===== src/sv/modexp_pkg.sv =====
// ----------------------------------------------------------------------------
// Modular exponentiation package
// Shared widths, request field layout and sequencer state codes.
// ----------------------------------------------------------------------------
package modexp_pkg;

   localparam int WIDTH  = 32;
   localparam int DATA_W = 32;
   localparam int CNT_W  = (WIDTH > 2) ? $clog2(WIDTH) : 1;

   localparam int REQ_W  = 3 * DATA_W;
   localparam int RSP_W  = DATA_W;

   typedef enum logic [4:0] {
      S_IDLE   = 5'b00001,
      S_REDUCE = 5'b00010,
      S_SQUARE = 5'b00100,
      S_MULT   = 5'b01000,
      S_DONE   = 5'b10000
   } state_type;

endpackage


===== src/sv/modular_exponentiation.sv =====
// ----------------------------------------------------------------------------
// Modular exponentiation
// Binary square-and-multiply with a bit-serial interleaved modular multiplier.
// ----------------------------------------------------------------------------
// A zero modulus or zero exponent goes straight to the done state.
// The shared bit-serial multiplier handles one multiplier bit per cycle.
// One request is in flight at a time; the next is accepted once the sequencer
// is idle, even while the previous response still waits in its output register.
// Reset clears the sequencer and the response valid flag.
// ----------------------------------------------------------------------------
module modular_exponentiation (
   input  logic                          clock,
   input  logic                          reset,
   input  logic                          req_tvalid,
   output logic                          req_tready,
   // Fields from bit 0: base_value[31:0], exponent[63:32], modulus[95:64].
   input  logic [modexp_pkg::REQ_W-1:0]  req_tdata,
   output logic                          rsp_tvalid,
   input  logic                          rsp_tready,
   // Fields from bit 0: result[31:0].
   output logic [modexp_pkg::RSP_W-1:0]  rsp_tdata,
   // Fields from bit 0: bad_modulus[0].
   output logic                          rsp_tuser
);

   localparam int W  = modexp_pkg::WIDTH;
   localparam int DW = modexp_pkg::DATA_W;
   localparam int CW = modexp_pkg::CNT_W;
   localparam logic [CW-1:0] CNT_LAST = CW'(W - 1);

   modexp_pkg::state_type state_ff, state_in;

   logic [W-1:0]  r_ff, r_in;
   logic [W-1:0]  acc_ff, acc_in;
   logic [W-1:0]  base_ff, base_in;
   logic [W-1:0]  mod_ff, mod_in;
   logic [W-1:0]  exp_ff, exp_in;
   logic [W-1:0]  mult_ff, mult_in;
   logic [CW-1:0] cnt_ff, cnt_in;
   logic [CW-1:0] ecnt_ff, ecnt_in;
   logic          bad_ff, bad_in;
   logic          rsp_valid_ff, rsp_valid_in;
   logic [DW-1:0] rsp_data_ff, rsp_data_in;
   logic          rsp_bad_ff, rsp_bad_in;

   logic [W-1:0]  req_base;
   logic [W-1:0]  req_exp;
   logic [W-1:0]  req_mod;
   logic [W-1:0]  op_a;
   logic [W+1:0]  step_t;
   logic [W+1:0]  step_m;
   logic [W+1:0]  step_m2;
   logic [W-1:0]  step_r;

   assign req_base = W'(req_tdata[DW-1:0]);
   assign req_exp  = W'(req_tdata[2*DW-1:DW]);
   assign req_mod  = W'(req_tdata[3*DW-1:2*DW]);

   assign req_tready = (state_ff == modexp_pkg::S_IDLE);
   assign rsp_tvalid = rsp_valid_ff;
   assign rsp_tdata  = rsp_data_ff;
   assign rsp_tuser  = rsp_bad_ff;

   // One multiplier bit per cycle: r = (2r + bit * a) mod m, with 2r + a < 3m.
   assign op_a    = (state_ff == modexp_pkg::S_REDUCE) ? W'(1) : acc_ff;
   assign step_m  = (W + 2)'(mod_ff);
   assign step_m2 = {1'b0, mod_ff, 1'b0};
   assign step_t  = {1'b0, r_ff, 1'b0} + (mult_ff[W-1] ? (W + 2)'(op_a) : '0);

   always_comb begin
      priority if (step_t >= step_m2) begin
         step_r = W'(step_t - step_m2);
      end else if (step_t >= step_m) begin
         step_r = W'(step_t - step_m);
      end else begin
         step_r = W'(step_t);
      end
   end

   always_comb begin
      logic next_bit;
      next_bit     = 1'b0;
      state_in     = state_ff;
      r_in         = r_ff;
      acc_in       = acc_ff;
      base_in      = base_ff;
      mod_in       = mod_ff;
      exp_in       = exp_ff;
      mult_in      = mult_ff;
      cnt_in       = cnt_ff;
      ecnt_in      = ecnt_ff;
      bad_in       = bad_ff;
      rsp_valid_in = rsp_valid_ff;
      rsp_data_in  = rsp_data_ff;
      rsp_bad_in   = rsp_bad_ff;

      if (rsp_valid_ff && rsp_tready) begin
         rsp_valid_in = 1'b0;
      end

      unique case (state_ff)
         modexp_pkg::S_IDLE: begin
            if (req_tvalid) begin
               mod_in  = req_mod;
               exp_in  = req_exp;
               mult_in = req_base;
               r_in    = '0;
               cnt_in  = CNT_LAST;
               ecnt_in = CNT_LAST;
               bad_in  = 1'b0;
               priority if (req_mod == '0) begin
                  acc_in   = '0;
                  bad_in   = 1'b1;
                  state_in = modexp_pkg::S_DONE;
               end else if (req_exp == '0) begin
                  acc_in   = W'(1);
                  state_in = modexp_pkg::S_DONE;
               end else begin
                  acc_in   = (req_mod == W'(1)) ? '0 : W'(1);
                  state_in = modexp_pkg::S_REDUCE;
               end
            end
         end
         modexp_pkg::S_REDUCE, modexp_pkg::S_SQUARE, modexp_pkg::S_MULT: begin
            r_in    = step_r;
            mult_in = mult_ff << 1;
            cnt_in  = cnt_ff - 1'b1;
            if (cnt_ff == '0) begin
               r_in   = '0;
               cnt_in = CNT_LAST;
               priority if (state_ff == modexp_pkg::S_REDUCE) begin
                  base_in  = step_r;
                  mult_in  = acc_ff;
                  state_in = modexp_pkg::S_SQUARE;
               end else if (state_ff == modexp_pkg::S_SQUARE) begin
                  acc_in = step_r;
                  if (exp_ff[W-1]) begin
                     mult_in  = base_ff;
                     state_in = modexp_pkg::S_MULT;
                  end else begin
                     next_bit = 1'b1;
                  end
               end else begin
                  acc_in   = step_r;
                  next_bit = 1'b1;
               end
            end
         end
         modexp_pkg::S_DONE: begin
            if (!rsp_valid_ff || rsp_tready) begin
               rsp_valid_in = 1'b1;
               rsp_data_in  = DW'(acc_ff);
               rsp_bad_in   = bad_ff;
               state_in     = modexp_pkg::S_IDLE;
            end
         end
         default: begin
            state_in = modexp_pkg::S_IDLE;
         end
      endcase

      if (next_bit) begin
         exp_in = exp_ff << 1;
         if (ecnt_ff == '0) begin
            state_in = modexp_pkg::S_DONE;
         end else begin
            ecnt_in  = ecnt_ff - 1'b1;
            mult_in  = step_r;
            state_in = modexp_pkg::S_SQUARE;
         end
      end
   end

   always_ff @(posedge clock) begin
      if (reset) begin
         state_ff     <= modexp_pkg::S_IDLE;
         rsp_valid_ff <= 1'b0;
      end else begin
         state_ff     <= state_in;
         rsp_valid_ff <= rsp_valid_in;
      end
   end

   always_ff @(posedge clock) begin
      r_ff        <= r_in;
      acc_ff      <= acc_in;
      base_ff     <= base_in;
      mod_ff      <= mod_in;
      exp_ff      <= exp_in;
      mult_ff     <= mult_in;
      cnt_ff      <= cnt_in;
      ecnt_ff     <= ecnt_in;
      bad_ff      <= bad_in;
      rsp_data_ff <= rsp_data_in;
      rsp_bad_ff  <= rsp_bad_in;
   end

   // The partial product stays reduced while a multiplication runs.
   a_partial_reduced: assert property (@(posedge clock) disable iff (reset)
      (state_ff == modexp_pkg::S_REDUCE || state_ff == modexp_pkg::S_SQUARE ||
       state_ff == modexp_pkg::S_MULT) |-> (r_ff < mod_ff))
      else $error("partial product not below modulus");

   // The accumulator stays reduced while squaring and multiplying.
   a_acc_reduced: assert property (@(posedge clock) disable iff (reset)
      (state_ff == modexp_pkg::S_SQUARE || state_ff == modexp_pkg::S_MULT) |->
      (acc_ff < mod_ff))
      else $error("accumulator not below modulus");

   // A flagged modulus always comes with a zero result.
   a_bad_zero: assert property (@(posedge clock) disable iff (reset)
      (rsp_valid_ff && rsp_bad_ff) |-> (rsp_data_ff == '0))
      else $error("bad modulus response with nonzero result");

   // A new response is only loaded from the done state.
   a_load_from_done: assert property (@(posedge clock) disable iff (reset)
      (rsp_valid_ff && !$past(rsp_valid_ff && !rsp_tready) && !$past(reset)) |->
      ($past(state_ff) == modexp_pkg::S_DONE))
      else $error("response loaded outside the done state");

endmodule


===== config.mk =====
export PLATFORM = sky130hd
export DESIGN_NAME = modular_exponentiation
export DESIGN_NICKNAME = d
export VERILOG_FILES = /design/src/sv/modexp_pkg.sv /design/src/sv/modular_exponentiation.sv
export SDC_FILE = /design/constraint.sdc
export NUM_CORES = 1
export LEC_CHECK = 0
export ABC_AREA = 1
export BUFFER_PORTS_ARGS = -buffer_cell sky130_fd_sc_hd__buf_4
export CAP_MARGIN = 15
export CORE_ASPECT_RATIO = 1.25
export CORE_MARGIN = 2
export CORE_UTILIZATION = 56
export DETAILED_ROUTE_END_ITERATION = 12
export HOLD_SLACK_MARGIN = 0.1
export PLACE_DENSITY = 0.74
export SYNTH_ARGS = -nofsm -noshare
export SYNTH_HDL_FRONTEND = slang
export SYNTH_SLANG_ARGS = --single-unit

===== constraint.sdc =====
create_clock -name clock -period 5.35 [get_ports clock]
set_input_delay 0.2675 -clock clock [delete_from_list [all_inputs] [get_ports clock]]
set_output_delay 0.2675 -clock clock [all_outputs]
set_load 0.02 [all_outputs]

==> results.cfg <==
[detailed_routing]
vias = 17317
drt_wl_total_um = 60500
wl_per_cell_um = 20.0
ant_nets = 0
initialDrtViolationCount = 1845
vias_per_cell = 5.73
drcViolationCount = 0
drtPass1Iterations = 6

[critical_path]
cp-start-kind = flop
cp_num_cells = 29
reg2reg_depth = 29
cp.arrival_ps = 5380
crit_slowest_cell = ha_2
critPathRequiredTime_ps = 5650
slowest_delay_ps = 420
r2r_start = state_ff[3]
cp_top_family = simple AND/OR/NAND/NOR gates
cp_common_cell = nand2_1
endpoint_kind = flop
ff2ff_setup_slack_ps = 270
worstSetupStartpoint = state_ff[3]
cp_max_fo = 16
critPathBufInv = 5
setup.worst_path.class = flop to flop
r2r_end = acc_ff[1]
cp-endpoint = acc_ff[1]

[synth]
syn_area_um2 = 17400
async_reset_ff_frac = 0
synthCells = 2305
synth_nets = 2505
yosysTopAreaCell = edfxtp_1
yosys_warnings = 0
syn_area_per_cell_um2 = 7.56
synth_flop_cell = edfxtp_1
seq_area_frac_synth = 0.392
synth.top_cell.area_share = 0.341
ys_top_cells_by_area = edfxtp_1, nand2_1, inv_1
synthDistinctLibCells = 48
synth_edf_count = 198
synth_seq_cells = 242

[timing]
slew_headroom = 0.299
worst_pin_slew_ps = 1050
clock_skew_ps = 9.81
finalHoldViolations = 0
clock.fmax_mhz = 197
setup_viol = 0
drv_slew = 0
finalCriticalPeriod_ps = 5080
period_share = 0.950

[grt]
grt_pass1_wl_um = 93000
antenna_found_initial = 0
grt_max_degree = 64
grt_pass1_vias = 17230
grt-ovfl-total = 0
gr-usage-met1 = 0.459
met3_usage = 0.0464
grt_busiest_layer = met2
grt_use_met2 = 0.636
track_usage = 0.366

[cells_and_area]
drive_gt1_frac = 0.164
area_growth_syn_to_layout_pct = 22.9
nNetsFinal = 2797
fin_cells = 3023
diodes = 0
fillers = 2484

[clock_tree]
path_clk_slew_ps = 70
cts_tree = built
clk_latency_ps = 560
root_buffer = clkbuf_16
htree_levels = 1
cts.sinks = 242
clk_path_buf_depth = 3
cts_buffers = 25

[die]
die_w_um = 162
die-area_um2 = 32600
ios = 135
initial_core_util = 0.566
row_count = 72
core_area_um2 = 30800
die_h_um = 201

[placement]
hpwlAfterDp_um = 46000
placed_cells = 2876
io_buffers = 134
globalplace.congestion = 1.04

[min_path]
hold_path.class = input port to flop

[run]
timing.max_cap.violations = 0

[run_status]
status = complete, no violations
routing by layer:
layer,share of wire,vias to the layer above
li1,-,8172
met1,0.39,8125
met2,0.49,868
met3,0.080,152
met4,0.042,0
met5,0,-
sequential cells by signal (all words and copies together) (netlist names):
signal      flops
acc_ff         32
bad_ff          1
base_ff        32
cnt_ff          5
ecnt_ff         5
exp_ff         32
mod_ff         32
mult_ff        32
r_ff           32
rsp_tdata      32
rsp_tuser       1
rsp_tvalid      1
state_ff        5
cells in the final DEF, fill, tap and decap left out, types with 21 or more instances in the layout:
cell type	n
nand3_1	140
a221oi_1	32
o21ai_0	107
nor3_1	23
edfxtp_1	198
inv_1	359
ha_1	94
nand2_2	45
nor2_1	228
o21bai_1	21
a21oi_1	132
dfxtp_1	44
nand2_1	541
a22o_1	28
nand3_2	31
dlygate4sd3_1	96
inv_2	30
xor2_1	36
buf_4	215
clkbuf_16	30
stage by stage:
stage / setup WS, ps / setup TNS, ps / utilization / instance area (µm²) / hold WS (ps)
after floorplan: 458 / 0 / - / 17400 / 337
after global placement: 95.4 / 0 / 0.630 / 19400 / 406
after detailed placement: 1.81 / 0 / 0.630 / 19400 / 407
after CTS: 108 / 0 / 0.688 / 21200 / 108
after global routing: -22.1 / -89.3 / 0.696 / 21400 / 189
final: 266 / 0 / 0.696 / 21400 / 142
cell type report:
cell class	count	area (µm²)	area share
multi-input cells	1615	9000	0.420
flip-flops and latches	242	6830	0.319
repair buffers	323	2790	0.130
inverters	390	1470	0.0684
clock buffers	36	771	0.0360
well taps	407	509	0.0238
clock inverters	10	67.6	0.00315
cells by family after synthesis:
| kind of cell | Yosys count | share of synthesized area |
|---|---|---|
| AO/OA/AOI/OAI | 361 | 0.126 |
| AND/OR/NAND/NOR | 1094 | 0.279 |
| XOR/XNOR | 60 | 0.0301 |
| buffers and inverters | 448 | 0.100 |
| adder cells (fa/ha/maj) | 100 | 0.0731 |
| flip-flops | 242 | 0.392 |
cell usage after synthesis, types with 30 or more instances:
cell type	n
nand2_1	548
inv_1	360
nor2_1	233
edfxtp_1	198
nand3_1	140
a21oi_1	138
o21ai_0	109
ha_1	97
dfxtp_1	44
xor2_1	40
clkbuf_1	38
nand2_2	38
a221oi_1	32
nand3_2	31
inv_2	30
worst register-to-register path, delay by kind of cell, from the launching register on:
family	cells	cell delay [ps]
and+or+nand+nor	17	2000
adders and majority gates	3	1040
buffers and inverters	5	740
AOI/OAI and AO/OA	3	420
DFF	1	330
xor gates and xnor gates	1	300
repair_timing:
item,CTS,global route
setup endpoints to repair,15,128
setup buffers,0,3
resized for setup,1,34
pin swaps,0,7
hold endpoints to repair,99,0
gates cloned,0,2
hold buffers,96,0
worst min path at each step:
stage                     depth (start not counted)     startpoint          to
after floorplan                                   1          reset  rsp_tvalid
after global placement                            0         bad_ff   rsp_tuser
after CTS                                         5  req_tdata[50]  exp_ff[18]
final                                             5   req_tdata[0]  mult_ff[0]
after detailed placement                          0         bad_ff   rsp_tuser
after global routing                              5   req_tdata[0]  mult_ff[0]
Power is not shown: default switching activity piles up to over one toggle a cycle in this logic, so the estimate is an artifact.
